`src/btl_pkg.sv`:
```
// btl_pkg: types and character codes shared by the bracket token lexer
// no dependencies
package btl_pkg;

  typedef enum logic [2:0] {
    MODE_IDLE    = 3'd0,
    MODE_SLASH   = 3'd1,
    MODE_COMMENT = 3'd2,
    MODE_TOKEN   = 3'd3,
    MODE_ERROR   = 3'd4
  } mode_e;

  typedef enum logic [1:0] {
    KIND_TOKEN   = 2'd0,
    KIND_DONE    = 2'd1,
    KIND_UNKNOWN = 2'd2,
    KIND_TOOLONG = 2'd3
  } kind_e;

  localparam logic [7:0] ChNewline = 8'h0A;
  localparam logic [7:0] ChSlash   = 8'h2F;
  localparam logic [7:0] ChLBrack  = 8'h5B;
  localparam logic [7:0] ChRBrack  = 8'h5D;
  localparam logic [7:0] ChComma   = 8'h2C;
  localparam logic [7:0] ChLParen  = 8'h28;
  localparam logic [7:0] ChRParen  = 8'h29;
  localparam logic [7:0] ChLBrace  = 8'h7B;
  localparam logic [7:0] ChRBrace  = 8'h7D;
  localparam logic [7:0] ChSpace   = 8'h20;
  localparam logic [7:0] ChTab     = 8'h09;
  localparam logic [7:0] ChCr      = 8'h0D;

  localparam logic [15:0] LineMax = 16'hFFFF;

  typedef struct packed {
    logic [7:0] byte_in;
    logic       buffer_end;
  } in_item_t;

  typedef struct packed {
    kind_e       kind;
    logic [7:0]  byte_out;
    logic [15:0] line;
    logic        token_last;
    logic        run_last;
  } out_item_t;

  // up to two results produced by one input byte
  typedef struct packed {
    logic      valid0;
    logic      valid1;
    out_item_t res0;
    out_item_t res1;
  } step_res_t;

endpackage

```
`src/btl_lexer.sv`:
```
// btl_lexer: lexer state registers and the per-byte next-state and result logic
// depends on btl_pkg
module btl_lexer import btl_pkg::*; #(
  parameter int MAX_TOKEN_LEN = 32
) (
  input  logic      clk_i,
  input  logic      rst_ni,
  input  logic      step_i,
  input  in_item_t  item_i,
  output step_res_t res_o
);

  mode_e       mode_q, mode_d;
  logic        brace_q, brace_d;
  logic [5:0]  tok_len_q, tok_len_d;
  logic [15:0] line_q, line_d;
  logic [15:0] tok_line_q, tok_line_d;

  logic [7:0]  b;
  logic        fin;
  logic        is_ws, is_nl, too_long, closes;
  logic [15:0] line_inc;
  // line count after this byte, before the end-of-buffer reset
  logic [15:0] line_step;

  assign b        = item_i.byte_in;
  assign fin      = item_i.buffer_end;
  assign is_nl    = (b == ChNewline);
  assign is_ws    = (b == ChSpace) || ((b >= ChTab) && (b <= ChCr));
  assign too_long = (tok_len_q >= 6'(MAX_TOKEN_LEN));
  assign closes   = (b == (brace_q ? ChRBrace : ChRParen));
  assign line_inc = (line_q == LineMax) ? line_q : line_q + 16'd1;

  // byte-level result and error, before the end-of-buffer handling
  logic        a_valid, err;
  kind_e       a_kind;
  logic [7:0]  a_byte;
  logic [15:0] a_line;
  logic        a_last;

  always_comb begin
    a_valid = 1'b0;
    err     = 1'b0;
    a_kind  = KIND_TOKEN;
    a_byte  = b;
    a_line  = line_q;
    a_last  = 1'b0;
    unique case (mode_q)
      MODE_IDLE: begin
        if (is_ws || b == ChComma) begin
          a_valid = 1'b0;
        end else if (b == ChSlash) begin
          if (fin) begin
            a_valid = 1'b1;
            a_kind  = KIND_UNKNOWN;
            err     = 1'b1;
          end
        end else if (b == ChLBrack || b == ChRBrack) begin
          a_valid = 1'b1;
          a_last  = 1'b1;
        end else if (b == ChLParen || b == ChLBrace) begin
          a_valid = 1'b1;
          a_last  = fin;
        end else begin
          a_valid = 1'b1;
          a_kind  = KIND_UNKNOWN;
          err     = 1'b1;
        end
      end
      MODE_SLASH: begin
        if (b != ChSlash) begin
          a_valid = 1'b1;
          a_kind  = KIND_UNKNOWN;
          err     = 1'b1;
        end
      end
      MODE_COMMENT: begin
        a_valid = 1'b0;
      end
      MODE_TOKEN: begin
        a_valid = 1'b1;
        a_line  = tok_line_q;
        if (too_long) begin
          a_kind = KIND_TOOLONG;
          a_byte = 8'd0;
          err    = 1'b1;
        end else begin
          a_last = closes || fin;
        end
      end
      default: begin
        err = 1'b1;
      end
    endcase
  end

  // next state
  always_comb begin
    mode_d     = mode_q;
    brace_d    = brace_q;
    tok_len_d  = tok_len_q;
    line_step  = line_q;
    tok_line_d = tok_line_q;
    unique case (mode_q)
      MODE_IDLE: begin
        if (is_ws) begin
          if (is_nl) line_step = line_inc;
        end else if (b == ChSlash) begin
          mode_d = MODE_SLASH;
        end else if (b == ChLParen || b == ChLBrace) begin
          tok_line_d = line_q;
          brace_d    = (b == ChLBrace);
          tok_len_d  = 6'd1;
          mode_d     = MODE_TOKEN;
        end
      end
      MODE_SLASH: begin
        mode_d = MODE_COMMENT;
      end
      MODE_COMMENT: begin
        if (is_nl) begin
          line_step = line_inc;
          mode_d    = MODE_IDLE;
        end
      end
      MODE_TOKEN: begin
        if (!too_long) begin
          tok_len_d = tok_len_q + 6'd1;
          if (closes) begin
            mode_d    = MODE_IDLE;
            tok_len_d = 6'd0;
          end
        end
      end
      default: begin
        mode_d = mode_q;
      end
    endcase
    line_d = line_step;
    if (fin) begin
      mode_d     = MODE_IDLE;
      brace_d    = 1'b0;
      tok_len_d  = 6'd0;
      line_d     = 16'd1;
      tok_line_d = 16'd1;
    end else if (err) begin
      mode_d = MODE_ERROR;
    end
  end

  // results: the byte's own result first, then done at the end of the buffer
  logic      done_valid;
  out_item_t a_item, done_item;

  assign done_valid = fin && !err;

  always_comb begin
    a_item.kind          = a_kind;
    a_item.byte_out      = a_byte;
    a_item.line          = a_line;
    a_item.token_last    = a_last;
    a_item.run_last      = !done_valid;
    done_item.kind       = KIND_DONE;
    done_item.byte_out   = 8'd0;
    done_item.line       = line_step;
    done_item.token_last = 1'b0;
    done_item.run_last   = 1'b1;
    if (a_valid) begin
      res_o.valid0 = step_i;
      res_o.valid1 = step_i && done_valid;
      res_o.res0   = a_item;
      res_o.res1   = done_item;
    end else begin
      res_o.valid0 = step_i && done_valid;
      res_o.valid1 = 1'b0;
      res_o.res0   = done_item;
      res_o.res1   = done_item;
    end
  end

  always_ff @(posedge clk_i or negedge rst_ni) begin
    if (!rst_ni) begin
      mode_q     <= MODE_IDLE;
      brace_q    <= 1'b0;
      tok_len_q  <= 6'd0;
      line_q     <= 16'd1;
      tok_line_q <= 16'd1;
    end else if (step_i) begin
      mode_q     <= mode_d;
      brace_q    <= brace_d;
      tok_len_q  <= tok_len_d;
      line_q     <= line_d;
      tok_line_q <= tok_line_d;
    end
  end

endmodule

```
`src/btl_out_fifo.sv`:
```
// btl_out_fifo: four-entry result queue, up to two pushes and one pop per cycle
// depends on btl_pkg
module btl_out_fifo import btl_pkg::*; (
  input  logic      clk_i,
  input  logic      rst_ni,
  input  step_res_t push_i,
  output logic      room2_o,
  output logic      out_valid_o,
  input  logic      out_stall_i,
  output out_item_t out_data_o
);

  out_item_t   mem_q [4];
  logic [1:0]  wr_ptr_q, rd_ptr_q;
  logic [2:0]  count_q;
  logic        pop;
  logic [1:0]  n_push;
  logic [1:0]  wr_ptr1;

  assign out_valid_o = (count_q != 3'd0);
  assign out_data_o  = mem_q[rd_ptr_q];
  assign pop         = out_valid_o && !out_stall_i;
  assign room2_o     = (count_q <= 3'd2);
  assign n_push      = {1'b0, push_i.valid0} + {1'b0, push_i.valid1};
  assign wr_ptr1     = wr_ptr_q + 2'd1;

  always_ff @(posedge clk_i) begin
    if (push_i.valid0) mem_q[wr_ptr_q] <= push_i.res0;
    if (push_i.valid1) mem_q[wr_ptr1]  <= push_i.res1;
  end

  always_ff @(posedge clk_i or negedge rst_ni) begin
    if (!rst_ni) begin
      wr_ptr_q <= 2'd0;
      rd_ptr_q <= 2'd0;
      count_q  <= 3'd0;
    end else begin
      wr_ptr_q <= wr_ptr_q + n_push;
      if (pop) rd_ptr_q <= rd_ptr_q + 2'd1;
      count_q <= count_q + {1'b0, n_push} - {2'b0, pop};
    end
  end

endmodule

```
`src/bracket_token_lexer.sv`:
```
// bracket_token_lexer: one byte per cycle while not stalled; an input transaction passes the input
// register, then the result queue, before its first result. A byte yields at most two results,
// a second only on the buffer's last byte; sustained throughput one byte per cycle unless stalled,
// set by the one-result-per-cycle output port. Reset clears lexer state to line one
// and empties the input register and result queue.
// depends on btl_pkg, btl_lexer, btl_out_fifo
module bracket_token_lexer import btl_pkg::*; #(
  parameter int MAX_TOKEN_LEN = 32
) (
  input  logic      clk_i,
  input  logic      rst_ni,
  input  logic      in_valid_i,
  output logic      in_stall_o,
  input  in_item_t  in_data_i,
  output logic      out_valid_o,
  input  logic      out_stall_i,
  output out_item_t out_data_o
);

  logic      in_valid_q;
  in_item_t  in_data_q;
  logic      room2;
  logic      step;
  step_res_t res;

  assign step       = in_valid_q && room2;
  assign in_stall_o = in_valid_q && !room2;

  always_ff @(posedge clk_i or negedge rst_ni) begin
    if (!rst_ni) begin
      in_valid_q <= 1'b0;
    end else if (!in_stall_o) begin
      in_valid_q <= in_valid_i;
    end
  end

  always_ff @(posedge clk_i) begin
    if (in_valid_i && !in_stall_o) in_data_q <= in_data_i;
  end

  btl_lexer #(
    .MAX_TOKEN_LEN(MAX_TOKEN_LEN)
  ) u_lexer (
    .clk_i (clk_i),
    .rst_ni(rst_ni),
    .step_i(step),
    .item_i(in_data_q),
    .res_o (res)
  );

  btl_out_fifo u_out_fifo (
    .clk_i      (clk_i),
    .rst_ni     (rst_ni),
    .push_i     (res),
    .room2_o    (room2),
    .out_valid_o(out_valid_o),
    .out_stall_i(out_stall_i),
    .out_data_o (out_data_o)
  );

endmodule
```
`config.mk`:
```
export PLATFORM = sky130hd
export DESIGN_NAME = bracket_token_lexer
export DESIGN_NICKNAME = d
export VERILOG_FILES = /design/src/btl_pkg.sv /design/src/btl_lexer.sv /design/src/btl_out_fifo.sv /design/src/bracket_token_lexer.sv
export SDC_FILE = /design/constraint.sdc
export NUM_CORES = 1
export LEC_CHECK = 0
export BUFFER_PORTS_ARGS = -buffer_cell sky130_fd_sc_hd__buf_2
export CORE_UTILIZATION = 56
export DETAILED_ROUTE_END_ITERATION = 8
export PLACE_DENSITY = 0.89
export SYNTH_ARGS = -nofsm -noshare
export SYNTH_HDL_FRONTEND = slang
export SYNTH_SLANG_ARGS = --single-unit
```
`constraint.sdc`:
```
create_clock -name clk_i -period 3.05 [get_ports clk_i]
set_input_delay 0.1525 -clock clk_i [delete_from_list [all_inputs] [get_ports clk_i]]
set_output_delay 0.1525 -clock clk_i [all_outputs]
set_load 0.01 [all_outputs]
```
[Yosys cells after proc, flatten, opt, wreduce, memory -nomap -nowiden]
Memories as Yosys holds them, arrays and structs flattened.
Index checks and enable logic that the tools add are counted.
Word-level totals
  memories: 1
  bits in writable memories: 112
  bits in registers: 59
  logic and storage cells: 140
  input port bits: 13
Operators by class
  order comparisons: 4
  equal/unequal tests: 25
  reductions and logical operators: 26
  muxes and demuxes: 65
  $add $sub $neg: 8
Memory list
  u_out_fifo.mem_q: depth 4, width 28, rd ports 1, clocked after memory_dff 0, wr ports 2, line btl_out_fifo.sv:13  | out_item_t mem_q [4];
Operators with widths (count)
  two-way mux 16 bit: 10
  two-way mux 58 bit: 1
  two-way mux 6 bit: 6
  == test 8 x 6 -> 1 bit, second input constant: 4
  one-hot mux 16 bit (2 select lines): 1
  == test 8 x 7 -> 1 bit, second input constant: 3
  two-way mux 3 bit: 8
  two-way mux 1 bit: 23
  adder 16 x 1 -> 16 bit, second input constant: 1
  == test 16 bit, second input constant: 1
  two-way mux 8 bit: 2
  two-way mux 2 bit: 7
  one-hot mux 3 bit (4 select lines): 1
  one-hot mux 6 bit (2 select lines): 1
  inequality test 3 bit, second input constant: 3
  == test 8 x 4 -> 1 bit, second input constant: 1
  == test 8 bit: 1
  greater-or-equal comparator 8 x 4 -> 1 bit, second input constant: 1
  less-or-equal comparator 8 x 4 -> 1 bit, second input constant: 1
  inequality test 4 x 2 -> 1 bit, second input constant: 2
  inequality test 4 bit, second input constant: 2
  inequality test 8 x 6 -> 1 bit, second input constant: 1
  logical AND 1 bit: 7
  two-way mux 7 bit: 1
  other kinds (26): 39

[Logic depth before layout (Yosys ltp)]
Gate-level depths: netlist of the first run.
  word-level depth: 14
  gate-level depth with buffers: 14
  mapped depth without buffers: 11

[By module]
Synthesis of the first run repeated with hierarchy kept, for this count alone.
Second synthesis, totals
  cells, all modules: 747
  area total of the unflattened synthesis: 9599.2 um^2
By module, submodules not included
  btl_out_fifo: cells each 313, instances 1, area an instance 5890.6 um^2, seq. area each 3538.4 um^2
  btl_lexer: cells each 419, instances 1, area an instance 3374.5 um^2, seq. area each 1053.5 um^2
  bracket_token_lexer: cells each 15, instances 1, area an instance 334.1 um^2, seq. area each 295.3 um^2

[Least setup slack after synthesis of the first run]
No wires, ideal clock.
  kind: flip-flop to flip-flop
  start: register in_data_q[5] in the netlist's numbering
  end: register u_out_fifo.count_q[2]
  stages on the path, launching flop included: 15
  buffers on the path: 3
  arrival time: 3019 ps
  clock period less this slack: 3141 ps
  setup slack: -91 ps
  data required time: 2927 ps
  path through: edfxtp_1 > buf_2 > nor4_1 > o2111ai_1 > a21o_1 > a41oi_2 > buf_6 > and3_4 > buf_8 > ha_1 > inv_1 > ha_1 > fa_1 > xor2_1 > xnor2_1
Between the ends
  word-level cells in the longest chain between the ends: 14
RTL lines
  start, declared: line bracket_token_lexer.sv:21  | in_item_t in_data_q;
  start signal, assigned: line bracket_token_lexer.sv:38  | if (in_valid_i && !in_stall_o) in_data_q <= in_data_i;
  parallel branches: the longest is 10 deep, another holds greater-or-equal comparator 8 x 4 -> 1 bit
  two-way mux 58 bit *: line btl_lexer.sv:168  | if (a_valid) begin
  adder 1 x 1 -> 2 bit *: line btl_out_fifo.sv:24  | assign n_push = {1'b0, push_i.valid0} + {1'b0, push_i.valid1};
  adder 3 x 2 -> 3 bit *: line btl_out_fifo.sv:40  | count_q <= count_q + {1'b0, n_push} - {2'b0, pop};
  subtractor 3 x 1 -> 3 bit *: line btl_out_fifo.sv:40
  end signal, assigned: line btl_out_fifo.sv:40
  end, declared: line btl_out_fifo.sv:15  | logic [2:0] count_q;
Every way passes the cells marked *.
A chain may end at the register's enable or synchronous reset.

[Worst setup path after layout of the first run]
  start: register in_data_q[1] in the netlist's numbering
  end: register u_out_fifo.count_q[2]
The elaborated chain is that of the path after synthesis.

==> qor.txt, run 1 <==
largest net degree at the start of global routing - 36
fmax - 0.3457 GHz
drt total wl - 22710 µm
failing checks - DRC
row count - 45
Largest stage delay, worst path - 0.51 ns
Final Hold Vio Count - 0
leakage power - 3.827 nW
filler instances - 1041
hold depth - 3
crit-path most repeated cell - inv_1
Core Footprint - 15150 µm²
Seq pwr share - 0.391
VDD IR max - 0.0005720 V
slowest CP cell - edfxtp_1
Placed Instances - 1017
Buf/Inv on CP - 2
gr usage total - 0.2943
setup tns final - 0 ns
Die X - 126.1 µm
Layout Nets - 881
GPL Wtd Cong - 1.073
Starting Density - 0.5698
Max Cap Viol - 0
drt first-iter violations - 951
HPWL after detailed placement - 15080 µm
Internal Power - 0.005618 W
Die Height - 126.1 µm
area leader, netlist - edfxtp_1
clock buffer depth - 2
Setup CP Type - register to register
Tcrit/Tclk final - 0.9483
number of nets with antenna violations after routing - 0
number of synthesized flops with an enable pin - 73
Area Growth Syn to Fin - 15.40%
htree depth - 4
sequential area share after synthesis - 0.5107
Top Ports - 43
CTS tree - built
RSZ-0062 raised after global routing - no
r2r worst-path depth - 11
vias in the first global route - 6948
Slew @ Worst Pin - 0.8072 ns
flops & latches, synth - 171
Tmin final - 2.892 ns
GRT overflow - 0
global-route wire length before repair - 36200 µm
syn_nets - 805
net switching power - 0.003231 W
switching part of the total power - 0.3651
Vias/cell - 6.744
Mapped Area - 8630 µm²
CP endpoint kind - register
CP cell instances - nor3b_1 -> nand3_1 -> a41o_1 -> nand2_1 -> inv_1 -> ha_2 -> inv_1 -> ha_4 -> fa_2 -> xor2_1 -> xnor2_1
Syn Inst Count - 783
wire length per cell - 21.42 µm
WP depth - 11
final setup vio count - 0
Syn Area/Cell - 11.02 µm²
Final Non-Filler Cells - 1060
Slew headroom - 0.4619
clock power share - 0.236
prevailing post-synth register cell - edfxtp_1
async set-reset flop share out of synthesis - 0.2924
Root Buffer - clkbuf_16
top cells by area, synth - edfxtp_1 25%, dfrtp_1 14%, dfxtp_1 11%
Synth warnings - 0
startpoint types - register
Slew Viols, Final - 0
DRC Markers - 28
initial antenna violation count - 0
antenna diode count - 0
worst skew pair latency - 0.43 ns
family with the most delay on the worst path - simple AND/OR/NAND/NOR gates
TritonCTS buffer count - 17
Hold Crit Class - input pin to register
Yosys cell types - 78
drt pass-1 iters - 9
via count - 7149
status - finished with violations
Die Area - 15910 µm²
share of cells above drive strength 1 - 0.2305
Sink Count - 171
Clock Skew - 0.01187 ns
Worst-path clk slew - 0.06 ns
Max FO, Critical Path - 8
Gate power share - 0.373
top-area cell type share of the netlist area - 0.2540
port buffer count - 42
Arr. time, crit path - 3.21 ns
PD cells - 888.6 nW/µm²
Critical Path RT - 3.37 ns
[layout make-up]
class	count	area, µm²	area share
Tap cell	188	235.2	0.02362
Multi-Input combinational cell	533	3875	0.3891
Timing Repair Buffer	116	793.3	0.07966
Clock buffer	21	493.0	0.04950
Sequential cell	171	4408	0.4426
Inverter	20	75.07	0.007539
Clock inverter	11	78.83	0.007916
[stage by stage]
stage | hold slack (ns) | util | worst slack [ns] | total power (W) | cell area (µm²)
6_report | 0.07657 | 0.6575 | 0.1577 | 0.008849 | 9958
5_1_grt | 0.1003 | 0.6575 | 0.002976 | 0.009235 | 9958
4_1_cts | 0.05950 | 0.6571 | 0.1490 | 0.008789 | 9952
3_5_place_dp | 0.2870 | 0.6121 | 0.2043 | 0.006690 | 9270
3_3_place_gp | 0.2821 | 0.6121 | 0.2760 | 0.006540 | 9270
2_1_floorplan | -0.1431 | - | 0.005773 | 0.005596 | 8656
[layout by cell type, fill, tap and decap left out, types with 7 or more instances in the layout]
master / netlist / routed
nand3_1: 20 / 20
inv_1: 20 / 20
nor3_1: 15 / 15
a211oi_1: 7 / 7
nand4_1: 7 / 7
nand2b_1: 7 / 7
dfrtp_1: 48 / 47
clkbuf_16: 0 / 19
xor2_1: 8 / 8
edfxtp_1: 73 / 73
nor2_1: 68 / 68
buf_4: 3 / 63
nand2_1: 70 / 70
mux4_2: 28 / 28
mux2_2: 7 / 7
o22ai_1: 45 / 45
a22o_1: 23 / 23
a22oi_1: 28 / 28
buf_2: 11 / 42
and3_1: 12 / 12
o21ai_0: 61 / 61
dlygate4sd3_1: 0 / 11
mux2i_1: 11 / 11
dfxtp_1: 48 / 48
a21oi_1: 19 / 19
[what timing repair did]
item | 4_1_cts | 5_1_grt
setup endpoints to repair | 0 | 1
setup buffers | 0 | 0
hold endpoints to repair | 42 | 0
gates resized for setup | 0 | 1
hold buffers | 11 | 0
[flip-flops by register name, indices dropped and copies added (netlist names), 3 cells and up]
name                flops
u_lexer.tok_line_q     16
u_lexer.tok_len_q       6
u_out_fifo.mem_q      112
u_out_fifo.count_q      3
u_lexer.mode_q          3
in_data_q               9
u_lexer.line_q         16
[power groups by stage]
stage                     Clock, W  Sequential (W)  Combinational [W]
after detailed placement         0         0.00347            0.00322
after floorplan                  0         0.00323            0.00237
after global routing       0.00218         0.00352            0.00354
after global placement           0         0.00344            0.00310
after CTS                  0.00209         0.00344            0.00326
final                      0.00209         0.00346            0.00330
[final timing paths]
| kind | start | end | slack [ns] |
|---|---|---|---|
| worst max-delay path | in_data_q[1] | u_out_fifo.count_q[2] | 0.16 |
| min in group asynchronous | rst_ni | u_lexer.tok_line_q[12] | 0.35 |
| worst min register to register | u_out_fifo.mem_q[0][27] | u_out_fifo.mem_q[0][27] | 0.48 |
| worst max register to register | in_data_q[1] | u_out_fifo.count_q[2] | 0.16 |
| worst min-delay path | out_stall_i | u_out_fifo.rd_ptr_q[0] | 0.08 |
| max in group asynchronous | rst_ni | u_lexer.line_q[2] | 1.98 |
[worst reg2reg max path: stages, from the launching register on]
cell and delay, ns:
edfxtp_1 0.51, nor3b_1 0.47, nand3_1 0.22, a41o_1 0.29
nand2_1 0.11, inv_1 0.06, ha_2 0.18, inv_1 0.08
ha_4 0.20, fa_2 0.38, xor2_1 0.16, xnor2_1 0.12
[routing by layer]
layer,up-vias,part of all wire,GRT usage
met5,-,0,0
met4,0,0.033,0.1488
met3,81,0.095,0.05055
met1,3427,0.39,0.3879
li1,3108,-,-
met2,533,0.48,0.4719
[cells by family after synthesis]
| kind of cell | share of synthesized area |
|---|---|
| buffers and inverters | 0.04379 |
| AO/OA/AOI/OAI | 0.1776 |
| adder cells (fa/ha/maj) | 0.01392 |
| XOR/XNOR | 0.01798 |
| AND/OR/NAND/NOR | 0.1411 |
| flip-flops | 0.5107 |
| multiplexers | 0.09497 |
[cell usage after synthesis (15+ instances only)]
| cell type | number |
|---|---|
| nand3_1 | 20 |
| nor3_1 | 15 |
| a22o_1 | 23 |
| o22ai_1 | 45 |
| a21oi_1 | 19 |
| nand2_1 | 70 |
| mux4_2 | 28 |
| edfxtp_1 | 73 |
| nor2_1 | 68 |
| a22oi_1 | 28 |
| o21ai_0 | 61 |
| dfxtp_1 | 48 |
| dfrtp_1 | 48 |
| clkbuf_1 | 35 |
| inv_1 | 20 |
No activity file was read; power rests on OpenSTA's default activity.
==> inputs of run 2 (changes only) <==
--- a/config.mk
+++ b/config.mk
@@ -6,9 +6,11 @@
 export NUM_CORES = 1
 export LEC_CHECK = 0
 export BUFFER_PORTS_ARGS = -buffer_cell sky130_fd_sc_hd__buf_2
-export CORE_UTILIZATION = 56
+export CELL_PAD_IN_SITES_DETAIL_PLACEMENT = 0
+export CELL_PAD_IN_SITES_GLOBAL_PLACEMENT = 2
+export CORE_UTILIZATION = 37
 export DETAILED_ROUTE_END_ITERATION = 8
-export PLACE_DENSITY = 0.89
+export PLACE_DENSITY = 0.87
 export SYNTH_ARGS = -nofsm -noshare
 export SYNTH_HDL_FRONTEND = slang
 export SYNTH_SLANG_ARGS = --single-unit
==> qor.txt, run 2 (synthesized netlist as in run 1, its figures left out) <==
slowest CP cell - edfxtp_1
Tmin final - 2.914 ns
final setup vio count - 0
Hold Startpoint - out_stall_i
post-route cell area - 10240 µm²
r2r worst-path depth - 12
worst setup margin - 0.1362 ns
vias in the first global route - 6515
Slew headroom - 0.3551
Die Height - 154.7 µm
Biggest register - u_out_fifo.mem_q
Arr. time, crit path - 3.24 ns
R2R setup slack - 0.14 ns
status - completed
Root Buffer - clkbuf_16
Critical Path RT - 3.37 ns
Die X - 154.7 µm
Max FO, Critical Path - 6
startpoint types - register
reg-to-reg endpoint - u_out_fifo.count_q[2]
Area Growth Syn to Fin - 18.72%
row count - 55
fmax - 0.3432 GHz
via count - 6631
setup tns final - 0 ns
Die Area - 23940 µm²
end of the worst hold path - u_out_fifo.rd_ptr_q[0]
GPL Wtd Cong - 0.8747
most common library cell in the layout ignoring fill and taps - buf_4
port buffer count - 42
CP cell instances - buf_4 -> nor4_2 -> o2111ai_1 -> a21o_1 -> a41oi_2 -> and3_4 -> ha_2 -> inv_1 -> ha_4 -> fa_2 -> xor2_1 -> xnor2_1
CTS tree - built
Core Footprint - 22780 µm²
RSZ-0062 raised after global routing - no
Sink Count - 171
GRT overflow - 0
largest net degree at the start of global routing - 40
Critical R2R Launch - in_data_q[2]
drt pass-1 iters - 4
global-route wire length before repair - 36760 µm
Hold Crit Class - input pin to register
HPWL after detailed placement - 16090 µm
wire length per cell - 19.24 µm
Final Hold Vio Count - 0
Vias/cell - 5.530
share of cells above drive strength 1 - 0.2449
worst skew pair latency - 0.43 ns
pre-CTS setup slack - 0.1532 ns
clock buffer depth - 2
filler instances - 2135
Layout Nets - 895
gr usage total - 0.2009
Slew @ Worst Pin - 0.9674 ns
DRC Markers - 0
Starting Density - 0.3789
Tcrit/Tclk final - 0.9553
Clock Skew - 0.01342 ns
initial antenna violation count - 0
VDD IR max - 0.0003888 V
TritonCTS buffer count - 17
area of placed instances - 9514 µm²
Largest stage delay, worst path - 0.49 ns
CP endpoint kind - register
drt first-iter violations - 491
max FFs per register - 112
Max Cap Viol - 0
hold depth - 3
antenna diode count - 0
leakage power - 3.905 nW
Worst-path clk slew - 0.07 ns
Setup CP Type - register to register
commonest non-fill, non-tap cells in the layout - 76 x buf_4, 73 x edfxtp_1, 70 x nand2_1, 68 x nor2_1, 61 x o21ai_0
Slew Viols, Final - 0
PD cells - 870.0 nW/µm²
Top Ports - 43
htree depth - 4
number of nets with antenna violations after routing - 0
largest registers - u_out_fifo.mem_q: 112 flops, u_lexer.line_q: 16 flops, u_lexer.tok_line_q: 16 flops
drt total wl - 23070 µm
## run 2: changes by cell type in the layout (fill, tap and decap cells not counted), sizes merged
cell,previous run,this run
buf,105,119
clkbuf,21,19
inv,25,27
bufinv,0,1
clkinvlp,1,0
## run 2: power breakdown
group          switching [W]  internal, W  leakage, nW
clock network       0.000951      0.00119        0.290
logic                0.00185      0.00149         1.88
registers           0.000408      0.00301         1.74
## run 2: per-layer routing
metal / part of all wire / vias to the layer above / track usage
met4: 0.014 / 0 / 0.07308
met5: 0 / - / 0
li1: - / 3151 / -
met2: 0.47 / 202 / 0.3185
met1: 0.46 / 3259 / 0.2767
met3: 0.053 / 19 / 0.03362
## run 2: layout make-up
class / count / area, µm² / share of cell area
timing repair buffer: 130 / 910.9 / 0.08891
clock buffer: 19 / 454.2 / 0.04433
multi-input combinational: 533 / 3879 / 0.3786
clock inverter: 13 / 126.4 / 0.01234
inverter: 20 / 75.07 / 0.007328
tap: 313 / 391.6 / 0.03823
sequential: 171 / 4408 / 0.4303
## run 2: worst max-delay path by stage
stage / from / endpoint / slack, ns / cells after the start
5_1_grt: in_data_q[5] / u_out_fifo.count_q[2] / 0.0005 / 12
3_5_place_dp: in_data_q[8] / u_out_fifo.count_q[2] / 0.15 / 12
2_1_floorplan: in_data_q[8] / u_out_fifo.count_q[2] / 0.006 / 14
4_1_cts: in_data_q[8] / u_out_fifo.count_q[2] / 0.13 / 12
3_3_place_gp: in_data_q[8] / u_out_fifo.count_q[2] / 0.20 / 11
6_report: in_data_q[2] / u_out_fifo.count_q[2] / 0.14 / 12
## run 2: timing repair
item | CTS | global route
buffers inserted | 0 | 4
endpoints found under the setup margin | 0 | 5
hold buffers | 11 | 0
endpoints found under the hold margin | 46 | 0
resized for setup | 0 | 2
## run 2: worst max-delay path, delay by kind of cell, from the launching register on
kind / cells / cell delay (ns)
AOI/OAI and AO/OA: 3 / 0.52
xor gates and xnor gates: 2 / 0.28
adders and majority gates: 3 / 0.78
buffers and inverters: 2 / 0.24
DFF: 1 / 0.49
and+or+nand+nor: 2 / 0.50
## run 2: stage by stage
stage / total power (W) / instances / hold WS (ns) / util
4_1_cts: 0.008944 / 1195 / 0.07934 / 0.4480
3_3_place_gp: 0.006750 / 1152 / 0.3315 / 0.4177
2_1_floorplan: 0.005596 / 783 / -0.1431 / -
6_report: 0.008913 / 1199 / 0.07957 / 0.4498
5_1_grt: 0.009429 / 1199 / 0.08660 / 0.4498
3_5_place_dp: 0.006779 / 1152 / 0.3306 / 0.4177
